[src/hdl/cwnms_pkg.sv]
// Shared types and register codes for the class-wise box NMS unit.
// No dependencies.
package cwnms_pkg;

  typedef struct packed {
    logic signed [15:0] left;
    logic signed [15:0] top;
    logic signed [15:0] right;
    logic signed [15:0] bottom;
  } box_t;

  typedef struct packed {
    logic [15:0] score;
    logic [7:0]  cls;
  } score_class_t;

  localparam logic [1:0] REG_SCORE_THR   = 2'd0;
  localparam logic [1:0] REG_OVERLAP_THR = 2'd1;
  localparam logic [1:0] REG_CAND_LIMIT  = 2'd2;

  localparam logic [15:0] SCORE_THR_RESET   = 16'd16384;
  localparam logic [15:0] OVERLAP_THR_RESET = 16'd29491;
  localparam logic [6:0]  CAND_LIMIT_RESET  = 7'd64;
  localparam logic [6:0]  ARRIVAL_MAX       = 7'd127;

endpackage

[src/hdl/cwnms_overlap.sv]
// Four-stage pipelined overlap test: inter*65536 >= thr*union, union > 0.
// Depends on cwnms_pkg.
module cwnms_overlap
  import cwnms_pkg::*;
(
  input  logic        clk,
  input  logic        rst,
  input  logic        go,
  input  box_t        box_a,
  input  box_t        box_b,
  input  logic [15:0] thr,
  output logic        done,
  output logic        hit
);
  logic [3:0] vld;
  logic signed [16:0] dw, dh, aw, ah, bw, bh;
  logic ovl;
  logic signed [33:0] inter, area_a, area_b;
  logic signed [35:0] uni;
  logic signed [33:0] inter3;

  logic signed [15:0] il, it, ir, ib;
  always_comb begin
    il = (box_a.left > box_b.left) ? box_a.left : box_b.left;
    it = (box_a.top > box_b.top) ? box_a.top : box_b.top;
    ir = (box_a.right < box_b.right) ? box_a.right : box_b.right;
    ib = (box_a.bottom < box_b.bottom) ? box_a.bottom : box_b.bottom;
  end

  always_ff @(posedge clk) begin
    if (rst) begin
      vld <= '0;
    end else begin
      vld <= {vld[2:0], go};
    end
  end

  logic signed [52:0] lhs, rhs;
  always_comb begin
    lhs = {{19{inter3[33]}}, inter3} <<< 16;
    rhs = $signed({1'b0, thr}) * uni;
  end

  always_ff @(posedge clk) begin
    dw     <= 17'(ir) - 17'(il);
    dh     <= 17'(ib) - 17'(it);
    ovl    <= (il <= ir) && (it <= ib);
    aw     <= 17'(box_a.right) - 17'(box_a.left);
    ah     <= 17'(box_a.bottom) - 17'(box_a.top);
    bw     <= 17'(box_b.right) - 17'(box_b.left);
    bh     <= 17'(box_b.bottom) - 17'(box_b.top);
    inter  <= ovl ? dw * dh : '0;
    area_a <= aw * ah;
    area_b <= bw * bh;
    uni    <= 36'(area_a) + 36'(area_b) - 36'(inter);
    inter3 <= inter;
    hit    <= (uni > 0) && (lhs >= rhs);
  end

  assign done = vld[3];
endmodule

[config.mk]
export PLATFORM = sky130hd
export DESIGN_NAME = cwnms_overlap
export DESIGN_NICKNAME = d
export VERILOG_FILES = /design/src/hdl/cwnms_pkg.sv /design/src/hdl/cwnms_overlap.sv
export SDC_FILE = /design/constraint.sdc
export NUM_CORES = 2
export LEC_CHECK = 0
export ABC_AREA = 1
export BUFFER_PORTS_ARGS = -buffer_cell sky130_fd_sc_hd__clkbuf_2
export CAP_MARGIN = 20
export CORE_ASPECT_RATIO = 1.1
export CORE_MARGIN = 4
export CORE_UTILIZATION = 29
export CTS_CLUSTER_DIAMETER = 80
export DETAILED_ROUTE_END_ITERATION = 8
export SETUP_SLACK_MARGIN = 0.5
export SLEW_MARGIN = 5
export SYNTH_ARGS = -nofsm -noshare
export SYNTH_HDL_FRONTEND = slang
export SYNTH_SLANG_ARGS = --single-unit
[constraint.sdc]
create_clock -name clk -period 6 [get_ports clk]
set_clock_uncertainty 0.05 [all_clocks]
set_input_delay 0.3 -clock clk [delete_from_list [all_inputs] [get_ports clk]]
set_output_delay 0.3 -clock clk [all_outputs]
set_load 0.02 [all_outputs]
## Word-level counts from Yosys, hierarchy flattened

Index checks and enable logic that the tools add are counted.

| cells by class | value |
|---|---|
| add/sub/neg operators | 8 |
| magnitude comparators | 8 |
| reduce and logical (&&, ||, !) cells | 2 |
| mux-type cells | 4 |
| multiply operators | 4 |

Operator list:

| operator | number |
|---|---|
| 17-bit by 17-bit multiplier with 34-bit output | 3 |
| 16-bit by 16-bit subtractor with 17-bit output | 6 |
| 16-bit 2-to-1 mux | 4 |
| 50-bit by 53-bit >= comparator with 1-bit output | 1 |
| 17-bit by 36-bit multiplier with 53-bit output | 1 |
| 36-bit by 1-bit > comparator with 1-bit output, second input constant | 1 |
| 35-bit by 34-bit subtractor with 36-bit output | 1 |
| 34-bit by 34-bit adder with 35-bit output | 1 |
| 16-bit > comparator | 2 |
| 16-bit less-or-equal comparator | 2 |
| 16-bit < comparator | 2 |
| 1-bit logical AND | 2 |

| storage, ports and cells | value |
|---|---|
| logic and storage cells | 40 |
| input bits | 147 |
| output and inout port bits | 2 |
| register bits | 280 |

## Depth between registers and ports, before layout

| depth | value |
|---|---|
| depth in word-level cells | 4 |
| depth in mapped cells | 44 |
| gate-level depth less buffers | 42 |

## Worst setup path after synthesis

No wires, ideal clock.

| path | value |
|---|---|
| path kind | reg2reg |
| start | reg uni[35] |
| end | reg hit |
| stages on the path, launching flop included | 33 |
| setup time | 110 ps |
| path buffers | 2 |
| path slack | -656 ps |
| clock period less this slack | 6,656 ps |
| arrival time | 6,496 ps |
| data required time | 5,840 ps |
| path through | dfxtp_1 > clkbuf_1 > clkbuf_1 > nand2_1 > inv_1 > fa_1 > fa_1 > inv_1 > fa_1 > fa_1 > inv_1 > fa_1 > inv_1 > fa_1 > inv_1 > ha_1 > nand2_1 > nor2_1 > inv_1 > nor4_1 > nand3_1 > nand3_1 > xnor2_1 > ha_1 > nand2_1 > o21bai_1 > a21oi_1 > nor4_1 > nand2_1 > nor2_1 > nand3_1 > nand2_1 > nor2_1 |

| between the ends | value |
|---|---|
| cells in the longest elaborated chain, start to end | 3 |
| elaborated cells between the ends (all ways) | 4 |
| those cells by class | mul: 1; order compare: 2; reduce/logical: 1 |

Ends and longest elaborated chain:

| what | RTL line | source |
|---|---|---|
| start, declared | cwnms_overlap.sv:19 | `logic signed [35:0] uni;` |
| start signal, assigned | cwnms_overlap.sv:55 | `uni <= 36'(area_a) + 36'(area_b) - 36'(inter);` |
| 17-bit by 36-bit multiplier with 53-bit output | cwnms_overlap.sv:41 | `rhs = $signed({1'b0, thr}) * uni;` |
| 50-bit by 53-bit >= comparator with 1-bit output | cwnms_overlap.sv:57 | `hit <= (uni > 0) && (lhs >= rhs);` |
| 1-bit logical AND (*) | cwnms_overlap.sv:57 |  |
| end signal, assigned | cwnms_overlap.sv:57 |  |
| end, declared | cwnms_overlap.sv:13 | `output logic hit` |

Every way passes the cells marked *; elsewhere a longest branch is shown, timed or not.
A chain may end at the register's enable or synchronous reset.

## Worst setup path in the final report

| path | value |
|---|---|
| start | reg uni[23] |
| end | reg hit |

Same word-level chain as after synthesis.

==> impl_metrics.env <==
export IMPL_slowest_delay_ps=570
export IMPL_drive_above_1_share_pct=18.6
export IMPL_drt_first_iter_violations=3168
export IMPL_layout_min_cycle_time_ps=6680
export IMPL_met2_wirelength_um=92600
export IMPL_ant_nets=0
export IMPL_ys_ff_latch=280
export IMPL_vias=56697
export IMPL_syn_nets=11065
export IMPL_place_area_um2=78400
export IMPL_start_util_pct=29.2
export IMPL_fmax_ghz=0.150
export IMPL_post_route_drc_count=0
export IMPL_syn_to_final_growth_pct=22.7
export IMPL_routabilityCongestion=0.942
export IMPL_cts_htree_levels=2
export IMPL_clkLatencyLatePin_ps=600
export IMPL_wl_met1_um=88000
export IMPL_crit_slowest_cell="fa_1"
export IMPL_fin_tns_setup_ps=-676
export IMPL_final_cell_mix="2405 x inv_1, 2001 x nand2_1, 1343 x fa_1"
export IMPL_critPathKind="flip-flop to flip-flop"
export IMPL_grt_overflow_total=0
export IMPL_cp_top_family="adder cells"
export IMPL_synthCells=8881
export IMPL_clk_pin_slew_worst_paths_ps=60
export IMPL_core_um2=239000
export IMPL_async_flop_share_pct=0
export IMPL_finalMaxSlewViolations=0
export IMPL_grt_pass1_vias=59442
export IMPL_crit_path_start="uni[23]$_DFF_P_"
export IMPL_max_cap_violations=0
export IMPL_worstHoldStart="box_b[32]"
export IMPL_top_layer="met4"
export IMPL_dp_hpwl_um=169000
export IMPL_rows=188
export IMPL_cts_tree="built"
export IMPL_die_w_um=475
export IMPL_finalNonFillerCells=12687
export IMPL_firstDrtPassIters=8
export IMPL_multi_input_comb_area_um2=56300
export IMPL_start_kind="flip-flop"
export IMPL_wl_per_cell_um=15.5
export IMPL_outcome="complete, but fails checks"
export IMPL_hold_ws_ps=57.9
export IMPL_synth_cell_type_count=62
export IMPL_met3_length_um=10300
export IMPL_max_slew_worst_pin_slew_ps=827
export IMPL_finish_net_count=11706
export IMPL_crit_arrival_ps=7090
export IMPL_period_share_pct=111
export IMPL_layout_commonest_cell="inv_1"
export IMPL_track_usage_pct=16.0
export IMPL_cts_sinks=280
export IMPL_yosysSeqAreaShare_pct=8.06
export IMPL_portBuffers=148
export IMPL_synth_enable_flop_cells=0
export IMPL_regArea_um2=5880
export IMPL_ys_flop_type="dfxtp_1"
export IMPL_path_common_cell="fa_1"
export IMPL_wirelength_um=196000
export IMPL_hold_class="primary input to flip-flop"
export IMPL_antenna_found_initial=1
export IMPL_max_slew_margin_pct=44.8
export IMPL_die_y_um=522
export IMPL_grt_pass1_wl_um=319000
export IMPL_design_area_um2=85300
export IMPL_r2r_start="uni[23]$_DFF_P_"
export IMPL_floorplan_io_pins=149
export IMPL_critical_path_required_ps=6410
export IMPL_hold_violations=0
export IMPL_violations="setup timing"
export IMPL_synth_avg_cell_area_um2=7.83
export IMPL_nFillCells=24597
export IMPL_dp_cells=12422
export IMPL_clk_path_buf_depth=3
export IMPL_cp_end_kind="flip-flop"
export IMPL_viasPerCell=4.47
export IMPL_timing_final_ws_setup_ps=-676
export IMPL_grt_max_degree=33
export IMPL_yosysWarnings=0
export IMPL_clockRootBuffer="clkbuf_16"
export IMPL_cts_made_buffers=38
export IMPL_crit_buf_inv=4
export IMPL_rsz0062_at_grt="yes"
export IMPL_synth_area_um2=69500
export IMPL_dieArea_um2=248000
export IMPL_finalSetupViolCount=1
export IMPL_worst_path_max_fanout=6
==> final cells by class <==
class | instances | area share (%)
clock inverters | 25 | 0.424
well taps | 3135 | 4.60
repair buffers | 960 | 9.98
multi-input cells | 5760 | 66.0
repair inverters | 1 | 0.00880
inverters | 2481 | 10.9
flip-flops and latches | 280 | 6.90
clock buffers | 44 | 1.18
diodes | 1 | 0.00293
==> sequential cells by signal, indices dropped and copies added, names as in the netlist, 17 cells and up <==
name and count:
uni 36, aw 17, bw 17, inter3 34, area_a 34, inter 34
bh 17, ah 17, dh 17, area_b 34, dw 17
==> layer usage <==
layer,up-vias,track usage [%]
met4,0,3.86
met2,1502,26.8
met3,220,1.68
met5,-,0
li1,27117,-
met1,27858,22.1
==> logic make-up after synthesis <==
logic type	count (synthesis)	synth area share (%)
AOI/OAI and AO/OA	766	6.24
and+or+nand+nor	2727	15.6
xor gates and xnor gates	230	2.90
adders and majority gates	2037	51.8
DFF	280	8.06
buffers and inverters	2841	15.4
==> worst paths after layout <==
kind	slack [ps]	end	cells past startpoint
min reg2reg	330	inter3[24]$_DFF_P_	0
min	60	bh[0]$_DFF_P_	3
max reg2reg	-680	hit$_DFF_P_	30
max	-680	hit$_DFF_P_	30
==> synth_stat cells, types with 25 or more instances <==
| library cell | number | share of area, % |
|---|---|---|
| a21o_1 | 38 | 0.41 |
| xor2_1 | 141 | 1.8 |
| inv_1 | 2480 | 13 |
| xnor2_1 | 89 | 1.1 |
| a31oi_1 | 34 | 0.31 |
| ha_1 | 636 | 11 |
| or2_2 | 34 | 0.31 |
| dfxtp_1 | 280 | 8.1 |
| nand3_1 | 150 | 1.1 |
| nor2_1 | 280 | 1.5 |
| a21oi_1 | 347 | 2.5 |
| fa_1 | 1401 | 40 |
| nor3_1 | 42 | 0.30 |
| nand4_1 | 45 | 0.40 |
| clkbuf_1 | 346 | 1.9 |
| nand2_1 | 2129 | 11 |
| o21bai_1 | 25 | 0.27 |
| o21ai_0 | 217 | 1.6 |
==> through the flow <==
stage                     setup WS, ps  util [%]
after floorplan                   -247         -
after global placement           -1080      32.9
after detailed placement         -1050      32.9
after CTS                         -638      34.5
after global routing             -1050      35.8
final                             -676      35.8
==> tightest hold or removal path, cell delays in order <==
cell and delay (ps):
clkbuf_2 140, ha_1 180, inv_1 40
==> repair_timing <==
item	4_1_cts	5_1_grt
hold endpoints to repair	5	0
hold buffers	4	0
buffers inserted	80	106
gates resized for setup	480	584
setup endpoints to repair	54	54
pin swaps	164	272
gates cloned	3	2
Power is left out: the tool's default activity adds up to more than one toggle a clock period on the data nets, which glitch-free logic cannot reach.
